## src/rtl/itp_pkg.sv

```systemverilog
// ----------------------------------------------------------------------------
// itp_pkg
// Shared types, constants and lookup functions for the infix-to-postfix core.
// ----------------------------------------------------------------------------
package itp_pkg;

  // Default operator stack depth
  localparam int unsigned StackDepth = 16;

  // Character and status field widths
  localparam int unsigned SymW    = 8;
  localparam int unsigned StatusW = 2;
  localparam int unsigned CodeW   = 3;

  // ASCII characters the converter recognizes
  localparam logic [SymW-1:0] ChLParen = 8'h28;  // '('
  localparam logic [SymW-1:0] ChRParen = 8'h29;  // ')'
  localparam logic [SymW-1:0] ChPlus   = 8'h2B;  // '+'
  localparam logic [SymW-1:0] ChMinus  = 8'h2D;  // '-'
  localparam logic [SymW-1:0] ChStar   = 8'h2A;  // '*'
  localparam logic [SymW-1:0] ChSlash  = 8'h2F;  // '/'
  localparam logic [SymW-1:0] ChPct    = 8'h25;  // '%'
  localparam logic [SymW-1:0] ChCaret  = 8'h5E;  // '^'
  localparam logic [SymW-1:0] ChZero   = 8'h30;  // '0'
  localparam logic [SymW-1:0] ChNine   = 8'h39;  // '9'

  // Stacked operator codes
  typedef enum logic [CodeW-1:0] {
    OP_LPAREN = 3'd0,
    OP_ADD    = 3'd1,
    OP_SUB    = 3'd2,
    OP_MUL    = 3'd3,
    OP_DIV    = 3'd4,
    OP_MOD    = 3'd5,
    OP_POW    = 3'd6,
    OP_NONE   = 3'd7
  } op_code_e;

  // End word status
  typedef enum logic [StatusW-1:0] {
    ST_OK        = 2'd0,
    ST_OVERFLOW  = 2'd1,
    ST_UNMATCHED = 2'd2
  } status_e;

  // Character to operator code; OP_NONE for anything else
  function automatic op_code_e op_decode(logic [SymW-1:0] ch);
    op_code_e code;
    case (ch)
      ChPlus:  code = OP_ADD;
      ChMinus: code = OP_SUB;
      ChStar:  code = OP_MUL;
      ChSlash: code = OP_DIV;
      ChPct:   code = OP_MOD;
      ChCaret: code = OP_POW;
      default: code = OP_NONE;
    endcase
    return code;
  endfunction

  // Operator code back to its character
  function automatic logic [SymW-1:0] op_char(op_code_e code);
    logic [SymW-1:0] ch;
    case (code)
      OP_LPAREN: ch = ChLParen;
      OP_ADD:    ch = ChPlus;
      OP_SUB:    ch = ChMinus;
      OP_MUL:    ch = ChStar;
      OP_DIV:    ch = ChSlash;
      OP_MOD:    ch = ChPct;
      OP_POW:    ch = ChCaret;
      default:   ch = '0;
    endcase
    return ch;
  endfunction

  // Precedence: ^ 3, * / % 2, + - 1, '(' 0
  function automatic logic [1:0] op_prec(op_code_e code);
    logic [1:0] p;
    case (code)
      OP_ADD, OP_SUB:         p = 2'd1;
      OP_MUL, OP_DIV, OP_MOD: p = 2'd2;
      OP_POW:                 p = 2'd3;
      default:                p = 2'd0;
    endcase
    return p;
  endfunction

endpackage

```

## src/rtl/itp_stream_if.sv

```systemverilog
// ----------------------------------------------------------------------------
// itp_in_if / itp_out_if
// Valid/ready channels for input characters and postfix output words.
// ----------------------------------------------------------------------------
interface itp_in_if;
  logic                      valid;
  logic                      ready;
  logic [itp_pkg::SymW-1:0]  symbol;
  logic                      is_final;

  modport source (output valid, output symbol, output is_final, input ready);
  modport sink   (input valid, input symbol, input is_final, output ready);
endinterface

interface itp_out_if;
  logic                         valid;
  logic                         ready;
  logic [itp_pkg::SymW-1:0]     out_symbol;
  logic                         has_symbol;
  logic                         end_of_output;
  logic [itp_pkg::StatusW-1:0]  status;

  modport source (output valid, output out_symbol, output has_symbol,
                  output end_of_output, output status, input ready);
  modport sink   (input valid, input out_symbol, input has_symbol,
                  input end_of_output, input status, output ready);
endinterface

```

## src/rtl/itp_ram.sv

```systemverilog
// ----------------------------------------------------------------------------
// itp_ram
// Generic single-write, single-read RAM with registered read data.
// ----------------------------------------------------------------------------
module itp_ram #(
  parameter int unsigned Width = 8,
  parameter int unsigned Depth = 16,
  localparam int unsigned AddrW = (Depth > 1) ? $clog2(Depth) : 1
) (
  input  logic             clk_i,
  input  logic             we_i,
  input  logic [AddrW-1:0] waddr_i,
  input  logic [Width-1:0] wdata_i,
  input  logic             re_i,
  input  logic [AddrW-1:0] raddr_i,
  output logic [Width-1:0] rdata_o
);

  logic [Width-1:0] mem_q [Depth];
  logic [Width-1:0] rdata_q;

  // Write port
  always_ff @(posedge clk_i) begin
    if (we_i) begin
      mem_q[waddr_i] <= wdata_i;
    end
  end

  // Registered read port; data holds until the next read
  always_ff @(posedge clk_i) begin
    if (re_i) begin
      rdata_q <= mem_q[raddr_i];
    end
  end

  assign rdata_o = rdata_q;

endmodule

```

## src/rtl/infix_to_postfix_converter_core.sv

```systemverilog
// ----------------------------------------------------------------------------
// infix_to_postfix_converter_core
// Shunting-yard converter: infix characters in, postfix words out.
// ----------------------------------------------------------------------------
// One input word is one ASCII character; the final character of an expression
// carries is_final and is followed on the output by an end word whose status
// reports the first stack overflow or unmatched ')' seen in that expression.
// Operators sit in a RAM stack of STACK_DEPTH entries with a registered read.
// A digit is emitted from S_DIGIT, an ignored character is dropped in S_IDLE
// and '(' is pushed in S_PUSH. An operator, ')' and the final character run
// the stack loop: S_RD reads the top into the RAM read register and S_EVAL
// pops it when it qualifies, one RAM read per popped entry; an operator is
// then pushed in S_PUSH and the final character ends with the end word from
// S_END. Output stalls hold S_DIGIT, S_EVAL and S_END. The output register
// lets the next character be taken while the last word still waits.
// ----------------------------------------------------------------------------
module infix_to_postfix_converter_core #(
  parameter int unsigned STACK_DEPTH = itp_pkg::StackDepth
) (
  input  logic      clk_i,
  input  logic      rst_ni,
  itp_in_if.sink    in_i,
  itp_out_if.source out_o
);

  localparam int unsigned CntW  = $clog2(STACK_DEPTH + 1);
  localparam int unsigned AddrW = (STACK_DEPTH > 1) ? $clog2(STACK_DEPTH) : 1;

  typedef enum logic [2:0] {
    S_IDLE,
    S_DIGIT,
    S_RD,
    S_EVAL,
    S_PUSH,
    S_END
  } state_e;

  // What the pop loop is doing
  typedef enum logic [1:0] {
    M_OP,
    M_CLOSE,
    M_FLUSH
  } mode_e;

  state_e                      state_q, state_d;
  mode_e                       mode_q, mode_d;
  logic [itp_pkg::SymW-1:0]    sym_q, sym_d;
  itp_pkg::op_code_e           code_q, code_d;
  logic                        fin_q, fin_d;
  logic [CntW-1:0]             count_q, count_d;
  itp_pkg::status_e            status_q, status_d;

  logic                        out_valid_q, out_valid_d;
  logic [itp_pkg::SymW-1:0]    out_sym_q, out_sym_d;
  logic                        out_has_q, out_has_d;
  logic                        out_end_q, out_end_d;
  itp_pkg::status_e            out_st_q, out_st_d;

  logic                        ram_we, ram_re;
  logic [AddrW-1:0]            ram_waddr, ram_raddr;
  logic [itp_pkg::CodeW-1:0]   ram_rdata;
  logic [CntW-1:0]             count_m1;
  itp_pkg::op_code_e           top;
  itp_pkg::op_code_e           in_code;
  logic                        in_acc, out_pop, can_emit;
  logic                        emit, emit_end;
  logic [itp_pkg::SymW-1:0]    emit_sym;
  logic                        pop_it;
  logic                        is_digit;

  // Operator stack
  itp_ram #(
    .Width (itp_pkg::CodeW),
    .Depth (STACK_DEPTH)
  ) u_stack (
    .clk_i   (clk_i),
    .we_i    (ram_we),
    .waddr_i (ram_waddr),
    .wdata_i (code_q),
    .re_i    (ram_re),
    .raddr_i (ram_raddr),
    .rdata_o (ram_rdata)
  );

  assign count_m1  = count_q - CntW'(1);
  assign ram_raddr = count_m1[AddrW-1:0];
  assign ram_waddr = count_q[AddrW-1:0];
  assign top       = itp_pkg::op_code_e'(ram_rdata);

  // Handshakes
  assign in_i.ready = (state_q == S_IDLE);
  assign in_acc     = in_i.valid && in_i.ready;
  assign out_pop    = out_valid_q && out_o.ready;
  assign can_emit   = !out_valid_q || out_pop;

  assign in_code  = itp_pkg::op_decode(in_i.symbol);
  assign is_digit = (in_i.symbol >= itp_pkg::ChZero) && (in_i.symbol <= itp_pkg::ChNine);

  // Pop rule: higher or equal precedence, but '^' stays on a tie
  always_comb begin
    pop_it = (itp_pkg::op_prec(top) >= itp_pkg::op_prec(code_q)) &&
             !((itp_pkg::op_prec(top) == itp_pkg::op_prec(code_q)) &&
               (top == itp_pkg::OP_POW));
  end

  // Control sequencer
  always_comb begin
    state_d  = state_q;
    mode_d   = mode_q;
    sym_d    = sym_q;
    code_d   = code_q;
    fin_d    = fin_q;
    count_d  = count_q;
    status_d = status_q;
    ram_we   = 1'b0;
    ram_re   = 1'b0;
    emit     = 1'b0;
    emit_end = 1'b0;
    emit_sym = '0;

    case (state_q)
      S_IDLE: begin
        if (in_acc) begin
          sym_d = in_i.symbol;
          fin_d = in_i.is_final;
          if (is_digit) begin
            state_d = S_DIGIT;
          end else if (in_code != itp_pkg::OP_NONE) begin
            code_d  = in_code;
            mode_d  = M_OP;
            state_d = S_RD;
          end else if (in_i.symbol == itp_pkg::ChLParen) begin
            code_d  = itp_pkg::OP_LPAREN;
            state_d = S_PUSH;
          end else if (in_i.symbol == itp_pkg::ChRParen) begin
            mode_d  = M_CLOSE;
            state_d = S_RD;
          end else if (in_i.is_final) begin
            mode_d  = M_FLUSH;
            state_d = S_RD;
          end
        end
      end

      S_DIGIT: begin
        if (can_emit) begin
          emit     = 1'b1;
          emit_sym = sym_q;
          if (fin_q) begin
            mode_d  = M_FLUSH;
            state_d = S_RD;
          end else begin
            state_d = S_IDLE;
          end
        end
      end

      // Fetch top of stack, or finish the loop on an empty stack
      S_RD: begin
        if (count_q == '0) begin
          case (mode_q)
            M_OP: begin
              state_d = S_PUSH;
            end
            M_CLOSE: begin
              if (status_q == itp_pkg::ST_OK) begin
                status_d = itp_pkg::ST_UNMATCHED;
              end
              if (fin_q) begin
                mode_d  = M_FLUSH;
                state_d = S_RD;
              end else begin
                state_d = S_IDLE;
              end
            end
            default: begin
              state_d = S_END;
            end
          endcase
        end else begin
          ram_re  = 1'b1;
          state_d = S_EVAL;
        end
      end

      // Top of stack is in the read register
      S_EVAL: begin
        case (mode_q)
          M_OP: begin
            if (!pop_it) begin
              state_d = S_PUSH;
            end else if (can_emit) begin
              emit     = 1'b1;
              emit_sym = itp_pkg::op_char(top);
              count_d  = count_m1;
              state_d  = S_RD;
            end
          end
          M_CLOSE: begin
            if (top == itp_pkg::OP_LPAREN) begin
              count_d = count_m1;
              if (fin_q) begin
                mode_d  = M_FLUSH;
                state_d = S_RD;
              end else begin
                state_d = S_IDLE;
              end
            end else if (can_emit) begin
              emit     = 1'b1;
              emit_sym = itp_pkg::op_char(top);
              count_d  = count_m1;
              state_d  = S_RD;
            end
          end
          default: begin
            if (can_emit) begin
              emit     = 1'b1;
              emit_sym = itp_pkg::op_char(top);
              count_d  = count_m1;
              state_d  = S_RD;
            end
          end
        endcase
      end

      // Push code_q; a full stack drops it and flags overflow if no error is yet recorded
      S_PUSH: begin
        if (count_q < CntW'(STACK_DEPTH)) begin
          ram_we  = 1'b1;
          count_d = count_q + CntW'(1);
        end else if (status_q == itp_pkg::ST_OK) begin
          status_d = itp_pkg::ST_OVERFLOW;
        end
        if (fin_q) begin
          mode_d  = M_FLUSH;
          state_d = S_RD;
        end else begin
          state_d = S_IDLE;
        end
      end

      // End word, then clear for the next expression
      S_END: begin
        if (can_emit) begin
          emit     = 1'b1;
          emit_end = 1'b1;
          count_d  = '0;
          status_d = itp_pkg::ST_OK;
          state_d  = S_IDLE;
        end
      end

      default: begin
        state_d = S_IDLE;
      end
    endcase
  end

  // Output register
  always_comb begin
    out_valid_d = out_valid_q;
    out_sym_d   = out_sym_q;
    out_has_d   = out_has_q;
    out_end_d   = out_end_q;
    out_st_d    = out_st_q;
    if (emit) begin
      out_valid_d = 1'b1;
      out_sym_d   = emit_sym;
      out_has_d   = !emit_end;
      out_end_d   = emit_end;
      out_st_d    = emit_end ? status_q : itp_pkg::ST_OK;
    end else if (out_pop) begin
      out_valid_d = 1'b0;
    end
  end

  // State and registered outputs
  always_ff @(posedge clk_i or negedge rst_ni) begin
    if (!rst_ni) begin
      state_q     <= S_IDLE;
      mode_q      <= M_OP;
      sym_q       <= '0;
      code_q      <= itp_pkg::OP_NONE;
      fin_q       <= 1'b0;
      count_q     <= '0;
      status_q    <= itp_pkg::ST_OK;
      out_valid_q <= 1'b0;
      out_sym_q   <= '0;
      out_has_q   <= 1'b0;
      out_end_q   <= 1'b0;
      out_st_q    <= itp_pkg::ST_OK;
    end else begin
      state_q     <= state_d;
      mode_q      <= mode_d;
      sym_q       <= sym_d;
      code_q      <= code_d;
      fin_q       <= fin_d;
      count_q     <= count_d;
      status_q    <= status_d;
      out_valid_q <= out_valid_d;
      out_sym_q   <= out_sym_d;
      out_has_q   <= out_has_d;
      out_end_q   <= out_end_d;
      out_st_q    <= out_st_d;
    end
  end

  assign out_o.valid         = out_valid_q;
  assign out_o.out_symbol    = out_sym_q;
  assign out_o.has_symbol    = out_has_q;
  assign out_o.end_of_output = out_end_q;
  assign out_o.status        = out_st_q;

endmodule
```

## src/flat_wrapper.sv

```systemverilog
// flat-port wrapper written by rule: the top's interface ports become plain ports
module infix_to_postfix_converter_core_flat 
#(
  parameter int unsigned STACK_DEPTH = itp_pkg::StackDepth
)
  (clk_i, rst_ni, in_i_valid, in_i_symbol, in_i_is_final, in_i_ready, out_o_valid, out_o_out_symbol, out_o_has_symbol, out_o_end_of_output, out_o_status, out_o_ready);
  itp_in_if in_i_i ();
  itp_out_if out_o_i ();
  input  logic clk_i;
  input  logic rst_ni;
  input wire logic [$bits(in_i_i.valid)-1:0] in_i_valid;
  input wire logic [$bits(in_i_i.symbol)-1:0] in_i_symbol;
  input wire logic [$bits(in_i_i.is_final)-1:0] in_i_is_final;
  output wire logic [$bits(in_i_i.ready)-1:0] in_i_ready;
  output wire logic [$bits(out_o_i.valid)-1:0] out_o_valid;
  output wire logic [$bits(out_o_i.out_symbol)-1:0] out_o_out_symbol;
  output wire logic [$bits(out_o_i.has_symbol)-1:0] out_o_has_symbol;
  output wire logic [$bits(out_o_i.end_of_output)-1:0] out_o_end_of_output;
  output wire logic [$bits(out_o_i.status)-1:0] out_o_status;
  input wire logic [$bits(out_o_i.ready)-1:0] out_o_ready;
  assign in_i_i.valid = in_i_valid;
  assign in_i_i.symbol = in_i_symbol;
  assign in_i_i.is_final = in_i_is_final;
  assign in_i_ready = in_i_i.ready;
  assign out_o_valid = out_o_i.valid;
  assign out_o_out_symbol = out_o_i.out_symbol;
  assign out_o_has_symbol = out_o_i.has_symbol;
  assign out_o_end_of_output = out_o_i.end_of_output;
  assign out_o_status = out_o_i.status;
  assign out_o_i.ready = out_o_ready;
  infix_to_postfix_converter_core #(.STACK_DEPTH(STACK_DEPTH)) u_core (.clk_i(clk_i), .rst_ni(rst_ni), .in_i(in_i_i), .out_o(out_o_i));
endmodule
```

## config.mk

```make
export PLATFORM = sky130hd
export DESIGN_NAME = infix_to_postfix_converter_core_flat
export DESIGN_NICKNAME = d
export VERILOG_FILES = /design/src/rtl/itp_pkg.sv /design/src/rtl/itp_stream_if.sv /design/src/rtl/itp_ram.sv /design/src/rtl/infix_to_postfix_converter_core.sv /design/src/flat_wrapper.sv
export SDC_FILE = /design/constraint.sdc
export NUM_CORES = 1
export LEC_CHECK = 0
export BUFFER_PORTS_ARGS = -buffer_cell sky130_fd_sc_hd__buf_2
export CAP_MARGIN = 20
export CORE_ASPECT_RATIO = 1.4
export CORE_MARGIN = 2
export CORE_UTILIZATION = 60
export CTS_CLUSTER_DIAMETER = 100
export DETAILED_ROUTE_END_ITERATION = 8
export GPL_ROUTABILITY_DRIVEN = 1
export PLACE_DENSITY_LB_ADDON = 0.12
export SKIP_LAST_GASP = 1
export SYNTH_ARGS = -nofsm -noshare
export SYNTH_HDL_FRONTEND = slang
export SYNTH_HIERARCHICAL = 1
export SYNTH_SLANG_ARGS = --single-unit
```

## constraint.sdc

```tcl
create_clock -name clk_i -period 8.3 [get_ports clk_i]
set_input_delay 1.245 -clock clk_i [delete_from_list [all_inputs] [get_ports clk_i]]
set_output_delay 1.245 -clock clk_i [all_outputs]
set_load 0.01 [all_outputs]
```

# Word-level counts from Yosys, hierarchy flattened
# Memory sizes are Yosys's and may differ from the RTL's. A register that Yosys moved wholly into a read port is not among the register bits.
# Index checks and enable logic that the tools add are counted.
# W data, S select, Z words.
# classes
addsub	2
mul	0
div	0
order_cmp	4
eq_ne	44
n_shift	0
muxes	72
bitwise	1
n_reduce_logical	30
# op_table
operator	n
$eq A8 B6 Y1 const B	7
$pmux W7 S7	1
$mux W3	14
$pmux W7 S6	1
$mux W2	20
$pmux W3 S6	2
$mux W8	4
$pmux W8 S2	2
$mux W5	5
$eq A3 B3 Y1 const B	8
$eq A3 B2 Y1 const B	6
$ne A2 B1 Y1 const B	9
$pmux W2 S3	3
$pmux W5 S3	1
$mux W1	12
$pmux W3 S2	2
$reduce_and A4 Y1	3
$pmux W2 S5	1
$pmux W5 S2	1
$reduce_and A10 Y1	1
$eq A3 B1 Y1 const B	3
$eq A8 B7 Y1 const B	1
$ge A8 B6 Y1 const B	1
$le A8 B6 Y1 const B	1
27 further kinds	44
# word_totals
ff_bits	37
latchBits	0
mem_bits_rw	48
rom_bits	0
wordCells	166
memories	1
# memory_table
name	depth	width	rd	rd_clocked_by_memory_dff	wr	line	rtl
u_core.u_stack.mem_q	16	3	1	1	1	itp_ram.sv:19	logic [Width-1:0] mem_q [Depth];

# Logic depth before layout (Yosys ltp)
# Gate-level depths: netlist of run 1.
# logic_depth
depth_word	11
mapped_depth	10
ltp_nobuf	9

# Hierarchy
# Netlist of run 1, hierarchy kept.
# by_module_without_submodules
mod	instances	cells_each	area_per_inst_um2
infix_to_postfix_converter_core	1	278	2458.6
itp_ram	1	103	2042.0

# Least setup slack after synthesis of run 1
# No wires, ideal clock.
# synth_path
path_type	reg2reg
from	reg u_core.code_q[0]
to	reg u_core.count_q[2]
arrival_ns	2.474
required_time_ns	8.176
path_slack_ns	5.702
stages_incl_launch_ff	10
n_path_buf	0
cell_sequence	dfstp_2 > inv_1 > nor3_1 > a21o_1 > ha_1 > nand2b_1 > a2111o_1 > a32oi_4 > o21ai_2 > a211o_1
# synth_via
elab_chain_len	9
word_cells_on_any_way	16
# synth_rtl
element	line	rtl
start: declaration	infix_to_postfix_converter_core.sv:48	itp_pkg::op_code_e code_q, code_d;
start signal: assignment	infix_to_postfix_converter_core.sv:283	code_q <= itp_pkg::OP_NONE;
start signal: assignment	infix_to_postfix_converter_core.sv:296	code_q <= code_d;
$eq A3 B2 Y1, or another cell as far along	itp_pkg.sv:80	case (code)
$reduce_or A3 Y1 / $reduce_or A2 Y1 (equally long branches)	itp_pkg.sv:80	
$pmux W2 S3 *	itp_pkg.sv:80	
$eq A2 B2 Y1	infix_to_postfix_converter_core.sv:102	!((itp_pkg::op_prec(top) == itp_pkg::op_prec(code_q)) &&
$logic_and A1 B1 Y1	infix_to_postfix_converter_core.sv:102	
$logic_not A1 Y1	infix_to_postfix_converter_core.sv:102	
$logic_and A1 B1 Y1 *	infix_to_postfix_converter_core.sv:101	pop_it = (itp_pkg::op_prec(top) >= itp_pkg::op_prec(code_q)) &&
$ne A3 B2 Y1 (no line) *	n/a	
$reduce_and A4 Y1 (no line) *	n/a	
end signal: assignment	infix_to_postfix_converter_core.sv:298	count_q <= count_d;
end: declaration	infix_to_postfix_converter_core.sv:50	logic [CntW-1:0] count_q, count_d;
# Mark *: on every way between the ends. The rest lies on a longest branch, timed or not.
# A chain may end at the register's enable or synchronous reset.

# Worst setup path after layout of run 1
# layout_path
from	reg u_core.code_q[0]
to	reg u_core.out_sym_q, in the netlist u_core/out_o.out_symbol[4]
# layout_via
elab_chain_len	10
word_cells_on_any_way	20
# layout_rtl
element	line	rtl
$eq A3 B2 Y1, or another cell as far along	itp_pkg.sv:80	
$reduce_or A3 Y1 / $reduce_or A2 Y1 (equally long branches)	itp_pkg.sv:80	
$pmux W2 S3 *	itp_pkg.sv:80	
$eq A2 B2 Y1	infix_to_postfix_converter_core.sv:102	
$logic_and A1 B1 Y1	infix_to_postfix_converter_core.sv:102	
$logic_not A1 Y1	infix_to_postfix_converter_core.sv:102	
$logic_and A1 B1 Y1 *	infix_to_postfix_converter_core.sv:101	
$mux W8 / $mux W1 (equally long branches)	infix_to_postfix_converter_core.sv:190	if (!pop_it) begin
$pmux W8 S2 / $pmux W1 S2 (equally long branches)	infix_to_postfix_converter_core.sv:188	case (mode_q)
$pmux W8 S2 / $pmux W1 S2 (equally long branches)	infix_to_postfix_converter_core.sv:121	case (state_q)
end signal: assignment	infix_to_postfix_converter_core.sv:301	out_sym_q <= out_sym_d;
end: declaration	infix_to_postfix_converter_core.sv:54	logic [itp_pkg::SymW-1:0] out_sym_q, out_sym_d;
# Marks and branches as above.

==> results of run 1 <==
[stage by stage]
step                setup slack [ns]  instances  power, mW  cell area (sq um)
finish                          5.26        503       1.58               4860
global route                    5.08        503       1.68               4860
CTS                             5.24        502       1.58               4860
detailed placement              5.25        486       1.28               4650
global placement                5.36        486       1.27               4650
floorplan                       5.70        381       1.13               4500
[metal layers]
metal  up-vias  track usage [%]
met5         -                0
met4         0             9.69
met3        22             5.26
met2        85             48.8
met1      1594             28.7
li1       1496                -
[cells in the mapped netlist (3+ instances only)]
| master | instances |
|---|---|
| a211o_1 | 3 |
| a21o_1 | 3 |
| a21oi_1 | 17 |
| a221o_1 | 4 |
| a22o_1 | 3 |
| a22oi_1 | 5 |
| a32o_1 | 4 |
| buf_6 | 3 |
| clkbuf_1 | 10 |
| dfrtp_1 | 34 |
| dfstp_2 | 3 |
| edfxtp_1 | 51 |
| ha_1 | 5 |
| inv_1 | 8 |
| mux2i_1 | 3 |
| mux4_1 | 8 |
| mux4_2 | 4 |
| nand2_1 | 49 |
| nand2b_1 | 10 |
| nand3_1 | 13 |
| nand3b_1 | 5 |
| nor2_1 | 27 |
| nor2b_1 | 10 |
| nor3_1 | 15 |
| o21ai_0 | 16 |
| o31ai_1 | 3 |
| xnor2_1 | 4 |
[flip-flops by register name (all words and copies together), names as in the netlist]
register,count
u_core/code_q,3
u_core/count_q,5
u_core/fin_q,1
u_core/mode_q,2
u_core/out_o.end_of_output,1
u_core/out_o.has_symbol,1
u_core/out_o.out_symbol,8
u_core/out_o.status,2
u_core/out_o.valid,1
u_core/state_q,3
u_core/status_q,2
u_core/sym_q,8
u_core/u_stack/mem_q,48
u_core/u_stack/rdata_o,3
[critical path: cells and delay by family (launching register included)]
| kind | cells | cell delay, ns |
|---|---|---|
| AOI/OAI and AO/OA | 4 | 1.33 |
| buffers and inverters | 1 | 0.13 |
| and+or+nand+nor | 3 | 0.59 |
| adders and majority gates | 1 | 0.22 |
| DFF | 1 | 0.70 |
[placed cells by master, fill, tap and decap left out, drive strengths merged, types with 3 or more instances in the layout]
master and instances:
nor2 27, nor2b 10, a221o 4, inv 11
xnor2 4, buf 26, a22oi 6, a32o 4
clkbuf 13, mux2i 3, dfstp 3, a22o 3
a21oi 18, a21o 3, ha 5, nand3 13
o21ai 19, nor3 15, mux4 12, nand2b 10
dfrtp 34, and3 3, o31ai 3, nand3b 6
edfxtp 51, a211o 4, nand2 49
[cell type report]
cell class	instances	area share, %
sequential	88	50.6
multi-input combinational	267	39.2
clock buffer	12	3.65
timing repair buffer	27	2.78
tap	97	2.49
clock inverter	4	0.617
inverter	8	0.617
[power by group through the flow]
stage | logic (mW) | registers, mW | clock network, mW
finish | 0.576 | 0.704 | 0.300
CTS | 0.574 | 0.702 | 0.308
detailed placement | 0.570 | 0.709 | 0
global placement | 0.558 | 0.709 | 0
global route | 0.637 | 0.719 | 0.323
floorplan | 0.494 | 0.640 | 0
[cells by family after synthesis]
family / after synthesis
AND/OR/NAND/NOR: 152
adder cells (fa/ha/maj): 5
buffers and inverters: 26
flip-flops: 88
AO/OA/AOI/OAI: 87
multiplexers: 17
XOR/XNOR: 6
[path summary, 6_finish.rpt]
check	from	endpoint	slack, ns	depth (start not counted)
max reg2reg	u_core/code_q[0]	u_core/out_o.out_symbol[4]	5.26	9
min	u_core/out_o.out_symbol[2]	u_core/out_o.out_symbol[2]	0.48	1
max in group asynchronous	rst_ni	u_core/out_o.out_symbol[2]	6.81	1
min reg2reg	u_core/out_o.out_symbol[2]	u_core/out_o.out_symbol[2]	0.48	1
min in group asynchronous	rst_ni	u_core/fin_q	0.96	1
max	u_core/code_q[0]	u_core/out_o.out_symbol[4]	5.26	9
==> flow_metrics.py, run 1 <==
metrics = {
    "run_status": {
        "outcome": "finished clean",
    },
    "floorplanning": {
        "std_cell_rows": 37,
        "io_pins": 27,
        "fp.dieArea_sq_mm": 0.00822,
        "start_util_pct": 61.5,
        "die-height_um": 106,
        "core_area_sq_mm": 0.00731,
        "die_x_um": 77.2,
    },
    "cts": {
        "htree_levels": 3,
        "cts_made_buffers": 9,
        "cts_tree": "built",
        "clk_pin_slew_worst_paths_ns": 0.09,
        "root_buffer": "clkbuf_8",
        "cts_sinks": 88,
        "postCtsSetupRepairBufs": 0,
        "clock_latency_ns": 0.36,
        "clock_path_buffers": 2,
        "ctsHoldBuffers": 0,
        "cts_resized": 0,
    },
    "hold_path": {
        "min_path_type": "flip-flop to flip-flop",
    },
    "power": {
        "internal_power_mw": 0.968,
        "p_comb_share_pct": 36.4,
        "ir_drop_v": 0.000169,
        "leakagePower_nw": 1.89,
        "switching_share_pct": 38.8,
        "clkPwrFrac_pct": 19.0,
        "pwr_density_cell_mw_per_mm2": 325,
        "sequentialPowerShare_pct": 44.6,
        "power.net_switching_mw": 0.612,
    },
    "synth": {
        "synth_compound_area_share_pct": 14.5,
        "synthesis.instances": 381,
        "synth_edf_count": 51,
        "netlist_area_sq_mm": 0.00450,
        "synthXorXnorAreaFrac_pct": 1.17,
        "synthAdderAreaFrac_pct": 1.39,
        "synth_nets": 399,
        "yosys.area_share.simple_pct": 17.6,
        "yosysSeqAreaShare_pct": 54.7,
        "synth.area.mux_share_pct": 7.84,
        "yosys.area.top_type": "edfxtp_1",
        "synth.top_cells.by_area": "edfxtp_1 (34%), dfrtp_1 (19%), mux4_1 (4.7%), nand2_1 (4.1%), nor2_1 (2.3%)",
        "synth_top_family_by_area": "simple AND/OR/NAND/NOR gates",
        "ys_warn_count": 6,
        "yosysUniqueCellTypes": 74,
        "synth_top_area_share_pct": 34.0,
        "dominantRegCellSynth": "edfxtp_1",
        "synth_seq_cells": 88,
        "syn_area_per_cell_sq_um": 11.8,
        "synthArstFlopShare_pct": 42.0,
    },
    "critical_path": {
        "cp-end-kind": "flip-flop",
        "crit_type": "flip-flop to flip-flop",
        "worstPathCellList": "inv_1 > nor3_1 > a21o_1 > ha_1 > nand2b_1 > a2111o_1 > and4_4 > a21oi_2 > a221o_1",
        "arrival_ns": 3.34,
        "critPathMaxFanout": 18,
        "required_ns": 8.60,
        "slowest_stage": "dfstp_2",
        "critPathLaunchType": "flip-flop",
        "cpPeakStageDelay_ns": 0.70,
    },
    "sta": {
        "setup_violations": 0,
        "max_clock_freq_mhz": 329,
        "setup_tns_ns": 0,
        "tightest_slew_ns": 0.826,
        "maxSlewHeadroom_pct": 44.9,
        "whs_ns": 0.477,
        "hold_violations": 0,
        "finalMaxSlewViolations": 0,
        "rsz0062_at_grt": "no",
        "post-route-min-period_ns": 3.04,
        "fin_crit_sh_pct": 36.6,
        "finalClockSkew_ns": 0.00791,
    },
    "place": {
        "gp_congestion": 0.842,
        "port_buffers": 26,
        "dpl.hpwl_mm": 7.28,
    },
    "final_layout": {
        "drive_above_1_share_pct": 15.8,
        "nNetsFinal": 419,
        "synthToLayoutAreaGrowth_pct": 8.09,
        "filler_cell_count": 609,
        "seq_area_sq_mm": 0.00246,
        "final_util_pct": 66.5,
        "n_antenna_cell": 0,
        "multiInputGateArea_sq_mm": 0.00191,
    },
    "grt": {
        "grt.total_usage_pct": 26.0,
        "grt_overflow_total": 0,
        "antenna_found_initial": 0,
        "grt_max_degree": 38,
        "grt_pass1_vias": 3233,
        "grt_pass1_wl_mm": 16.1,
    },
    "route": {
        "ant_nets": 0,
        "wl_met1_mm": 3.84,
        "wl_met3_um": 349,
        "drt_iter0_drc": 254,
        "wirelength_mm": 10.1,
        "wl_per_cell_um": 20.1,
        "dr.pass1.iters": 4,
        "maxUsedRoutingLayer": "met4",
        "met2_length_mm": 5.65,
        "drc_errors": 0,
        "viasPerCell": 6.36,
        "vias": 3197,
    },
    "run": {
        "cap_violations": 0,
    },
}
(Power assumes the default switching activity.)
==> inputs of run 2 (changes only) <==
==> constraint.sdc (replaced) <==
create_clock -name clk_i -period 2.9 [get_ports clk_i]
set_input_delay 0.435 -clock clk_i [delete_from_list [all_inputs] [get_ports clk_i]]
set_output_delay 0.435 -clock clk_i [all_outputs]
set_load 0.01 [all_outputs]
==> flow_metrics.py, run 2 (synthesis results as in run 1) <==
metrics = {
    "run_status": {
        "outcome": "finished clean",
    },
    "grt": {
        "antenna_found_initial": 0,
        "grt_max_degree": 38,
        "grt_pass1_wl_mm": 16.7,
        "grt_pass1_vias": 3318,
        "grt_overflow_total": 0,
        "grt.total_usage_pct": 26.8,
    },
    "critical_path": {
        "cpPeakStageDelay_ns": 0.65,
        "timing.rr.start": "u_core/code_q[1]",
        "arrival_ns": 2.94,
        "r2r-end": "u_core/count_q[2]",
        "ff2ff_setup_slack_ns": 0.22,
        "rr_worst_depth": 8,
        "required_ns": 3.15,
        "critPathLaunchType": "flip-flop",
        "cp-end-kind": "flip-flop",
        "crit_type": "flip-flop to flip-flop",
        "worstPathCellList": "nor3_1 > a21o_1 > ha_1 > nand2b_1 > a2111o_1 > a32oi_4 > o21ai_2 > a211o_1",
        "critPathMaxFanout": 13,
        "slowest_stage": "dfstp_2",
    },
    "final_layout": {
        "n_antenna_cell": 0,
        "final_util_pct": 68.6,
        "synthToLayoutAreaGrowth_pct": 11.4,
        "largest_reg_flops": 48,
        "layout_common_cells": "edfxtp_1 (51), nand2_1 (49), dfrtp_1 (34), nor2_1 (27), buf_2 (26)",
        "nNetsFinal": 433,
        "drive_above_1_share_pct": 18.6,
        "layout_commonest_cell": "edfxtp_1",
        "largest_register": "u_core/u_stack/mem_q",
    },
    "run": {
        "cap_violations": 0,
    },
    "floorplanning": {
        "std_cell_rows": 37,
        "start_util_pct": 61.5,
        "core_area_sq_mm": 0.00731,
        "die_x_um": 77.2,
        "die-height_um": 106,
        "io_pins": 27,
        "fp.dieArea_sq_mm": 0.00822,
    },
    "place": {
        "pre_cts_slack_ns": 0.127,
        "gp_congestion": 0.895,
        "port_buffers": 26,
        "dpl.hpwl_mm": 7.39,
    },
    "sta": {
        "tightest_slew_ns": 0.858,
        "fin_ws_ns": 0.215,
        "rsz0062_at_grt": "no",
        "post-route-min-period_ns": 2.68,
        "hold_violations": 0,
        "maxSlewHeadroom_pct": 42.8,
        "finalMaxSlewViolations": 0,
        "whs_ns": 0.164,
        "setup_tns_ns": 0,
        "max_clock_freq_mhz": 372,
        "setup_violations": 0,
        "finalClockSkew_ns": 0.00808,
        "fin_crit_sh_pct": 92.6,
    },
    "cts": {
        "clk_pin_slew_worst_paths_ns": 0.09,
        "clock_latency_ns": 0.36,
        "clock_path_buffers": 2,
        "cts_tree": "built",
        "root_buffer": "clkbuf_8",
        "cts_made_buffers": 9,
        "htree_levels": 3,
        "ctsHoldBuffers": 0,
        "cts_sinks": 88,
    },
    "route": {
        "drt_iter0_drc": 274,
        "vias": 3223,
        "ant_nets": 0,
        "wl_per_cell_um": 19.6,
        "dr.pass1.iters": 5,
        "viasPerCell": 6.23,
        "wirelength_mm": 10.1,
        "drc_errors": 0,
    },
    "power": {
        "pwr_density_cell_mw_per_mm2": 961,
        "finalPower_mw": 4.82,
        "ir_drop_v": 0.000516,
        "leakagePower_nw": 1.97,
    },
    "hold_path": {
        "min_path_type": "primary input to async pin",
    },
}
[run 2: per-stage QoR]
step                      std cells  cell area, sq um
after floorplan                 381              4500
final                           517              5010
after global placement          501              4760
after CTS                       517              5010
after global routing            517              5010
after detailed placement        501              4760
[run 2: power by group]
part / switching (mW) / leakage, nW / internal (mW) / total [mW]
clock network: 0.437 / 0.117 / 0.578 / 1.02
logic: 1.13 / 0.960 / 0.813 / 1.94
registers: 0.241 / 0.892 / 1.62 / 1.86
total: 1.81 / 1.97 / 3.01 / 4.82
[run 2: worst max-delay path: cells and delay by family (launching register included)]
kind	cells	cell delay [ns]
DFF	1	0.65
and+or+nand+nor	2	0.21
AOI/OAI and AO/OA	5	1.44
adders and majority gates	1	0.28
[run 2: worst max path at each step]
stage,slack [ns],from,endpoint,cells after the start
after floorplan,0.30,u_core/code_q[0],u_core/count_q[2],9
after global placement,0.23,u_core/code_q[1],u_core/out_o.out_symbol[4],8
after detailed placement,0.13,u_core/code_q[1],u_core/out_o.has_symbol,8
after CTS,0.11,u_core/code_q[1],u_core/out_o.has_symbol,8
after global routing,0.12,u_core/code_q[1],u_core/count_q[2],8
final,0.22,u_core/code_q[1],u_core/count_q[2],8
[run 2: per-layer routing]
layer	global-route usage, %	up-vias	wire length (um)
met3	4.07	16	341
li1	-	1523	-
met1	30.0	1593	3840
met5	0	-	0
met2	49.8	91	5720
met4	12.0	0	245
[run 2: final cells by class]
| class | instances | area [sq um] |
|---|---|---|
| tap | 97 | 121 |
| sequential | 88 | 2460 |
| inverter | 8 | 30.0 |
| clock buffer | 10 | 128 |
| clock inverter | 6 | 115 |
| timing repair buffer | 41 | 243 |
| fill | 586 | 2300 |
| multi-input combinational | 267 | 1920 |
[run 2: timing repair]
item / CTS / global route
buffers inserted: 0 / 0
setup endpoints to repair: 0 / 4
resized for setup: 0 / 1
==> inputs of run 3 (changes only) <==
--- a/config.mk
+++ b/config.mk
@@ -7,10 +7,13 @@
 export LEC_CHECK = 0
 export BUFFER_PORTS_ARGS = -buffer_cell sky130_fd_sc_hd__buf_2
 export CAP_MARGIN = 20
+export CELL_PAD_IN_SITES_DETAIL_PLACEMENT = 0
+export CELL_PAD_IN_SITES_GLOBAL_PLACEMENT = 1
 export CORE_ASPECT_RATIO = 1.4
 export CORE_MARGIN = 2
-export CORE_UTILIZATION = 60
+export CORE_UTILIZATION = 49
 export CTS_CLUSTER_DIAMETER = 100
+export CTS_CLUSTER_SIZE = 16
 export DETAILED_ROUTE_END_ITERATION = 8
 export GPL_ROUTABILITY_DRIVEN = 1
 export PLACE_DENSITY_LB_ADDON = 0.12
==> flow_metrics.py, run 3 (synthesis results as in run 1) <==
metrics = {
    "place": {
        "port_buffers": 26,
        "dpl.hpwl_mm": 7.71,
        "gp_congestion": 0.835,
    },
    "cts": {
        "htree_levels": 3,
        "cts_made_buffers": 9,
        "ctsHoldBuffers": 0,
        "clk_pin_slew_worst_paths_ns": 0.07,
        "root_buffer": "clkbuf_16",
        "clock_latency_ns": 0.34,
        "cts_resized": 0,
        "clock_path_buffers": 2,
        "postCtsSetupRepairBufs": 0,
        "cts_sinks": 88,
        "cts_tree": "built",
    },
    "final_layout": {
        "synthToLayoutAreaGrowth_pct": 13.2,
        "nNetsFinal": 436,
        "largest_reg_flops": 48,
        "n_antenna_cell": 0,
        "layout_commonest_cell": "edfxtp_1",
        "drive_above_1_share_pct": 19.4,
        "largest_register": "u_core/u_stack/mem_q",
        "layout_common_cells": "edfxtp_1 (51), nand2_1 (49), dfrtp_1 (34), nor2_1 (27), buf_2 (26)",
    },
    "route": {
        "drc_errors": 0,
        "drt_iter0_drc": 217,
        "vias": 3163,
        "wirelength_mm": 10.2,
        "wl_per_cell_um": 19.3,
        "viasPerCell": 5.97,
        "ant_nets": 0,
        "dr.pass1.iters": 4,
    },
    "sta": {
        "setup_tns_ns": 0,
        "maxSlewHeadroom_pct": 45.7,
        "finalMaxSlewViolations": 0,
        "setup_violations": 0,
        "finalClockSkew_ns": 0.0134,
        "post-route-min-period_ns": 2.68,
        "max_clock_freq_mhz": 373,
        "fin_crit_sh_pct": 92.4,
        "rsz0062_at_grt": "no",
        "tightest_slew_ns": 0.815,
        "hold_violations": 0,
    },
    "critical_path": {
        "cp-end-kind": "flip-flop",
        "critPathBufInv": 0,
        "critPathLaunchType": "flip-flop",
        "crit_family": "compound AO/OA/AOI/OAI gates",
        "cpPeakStageDelay_ns": 0.54,
        "worstPathCellList": "nor2_1 > mux2i_1 > ha_1 > nand2b_1 > a2111o_1 > a32oi_4 > o21ai_2 > a211o_1",
        "critPathMaxFanout": 9,
        "arrival_ns": 2.89,
        "crit_type": "flip-flop to flip-flop",
        "required_ns": 3.11,
        "slowest_stage": "edfxtp_1",
    },
    "run_status": {
        "outcome": "finished clean",
    },
    "grt": {
        "grt_overflow_total": 0,
        "antenna_found_initial": 0,
        "grt.total_usage_pct": 21.5,
        "grt_max_degree": 38,
        "grt_pass1_wl_mm": 16.5,
        "grt_pass1_vias": 3221,
    },
    "floorplanning": {
        "fp.dieArea_sq_mm": 0.00998,
        "core_area_sq_mm": 0.00898,
        "std_cell_rows": 41,
        "io_pins": 27,
        "start_util_pct": 50.1,
        "die-height_um": 117,
        "die_x_um": 85.0,
    },
    "power": {
        "leakagePower_nw": 2.00,
        "pwr_density_cell_mw_per_mm2": 963,
        "finalPower_mw": 4.91,
        "ir_drop_v": 0.000572,
    },
    "run": {
        "cap_violations": 0,
    },
    "hold_path": {
        "min_path_type": "primary input to async pin",
    },
}
==> run 3: routing by layer <==
layer  wire (um)  GRT usage, %  part of all wire, %
met5           0             0                    0
met4         125          7.44                  1.2
met3         211          3.80                  2.1
met2        5900          39.9                   58
met1        4010          24.2                   39
==> run 3: final cells by class <==
cell class	count	area (sq um)
Clock buffer	9	225
Multi-Input combinational cell	267	1910
Timing Repair Buffer	44	265
Fill cell	766	3880
Sequential cell	88	2460
Tap cell	107	134
Inverter	8	30.0
Clock inverter	7	71.3
==> run 3: final timing paths <==
kind / start / endpoint / slack, ns / cells past startpoint
max: u_core/u_stack/rdata_o[1] / u_core/count_q[2] / 0.22 / 8
min: rst_ni / u_core/out_o.end_of_output / 0.18 / 1
max reg2reg: u_core/u_stack/rdata_o[1] / u_core/count_q[2] / 0.22 / 8
min reg2reg: u_core/sym_q[3] / u_core/sym_q[3] / 0.48 / 2
max in group asynchronous: rst_ni / u_core/state_q[2] / 2.18 / 1
min in group clk_i: in_i_is_final / u_core/fin_q / 0.31 / 3
==> run 3: per-stage QoR <==
stage,setup slack (ns),std cells,util (%),instance area (sq um),hold WS (ns)
2_1_floorplan,0.302,381,-,4500,0.139
3_3_place_gp,0.281,514,53.5,4800,0.458
3_5_place_dp,0.239,514,53.5,4800,0.464
4_1_cts,0.221,530,56.8,5100,0.208
5_1_grt,0.100,530,56.8,5100,0.240
6_report,0.221,530,56.8,5100,0.183
==> run 3: worst reg2reg max path, stage by stage (launching register included) <==
cell,delay [ns]
edfxtp_1,0.54
nor2_1,0.16
mux2i_1,0.10
ha_1,0.33
nand2b_1,0.15
a2111o_1,0.49
a32oi_4,0.39
o21ai_2,0.10
a211o_1,0.29
==> run 3: where the power goes <==
group,internal (mW),switching [mW]
registers,1.62,0.207
logic,0.831,1.14
clock network,0.603,0.502
total,3.06,1.85
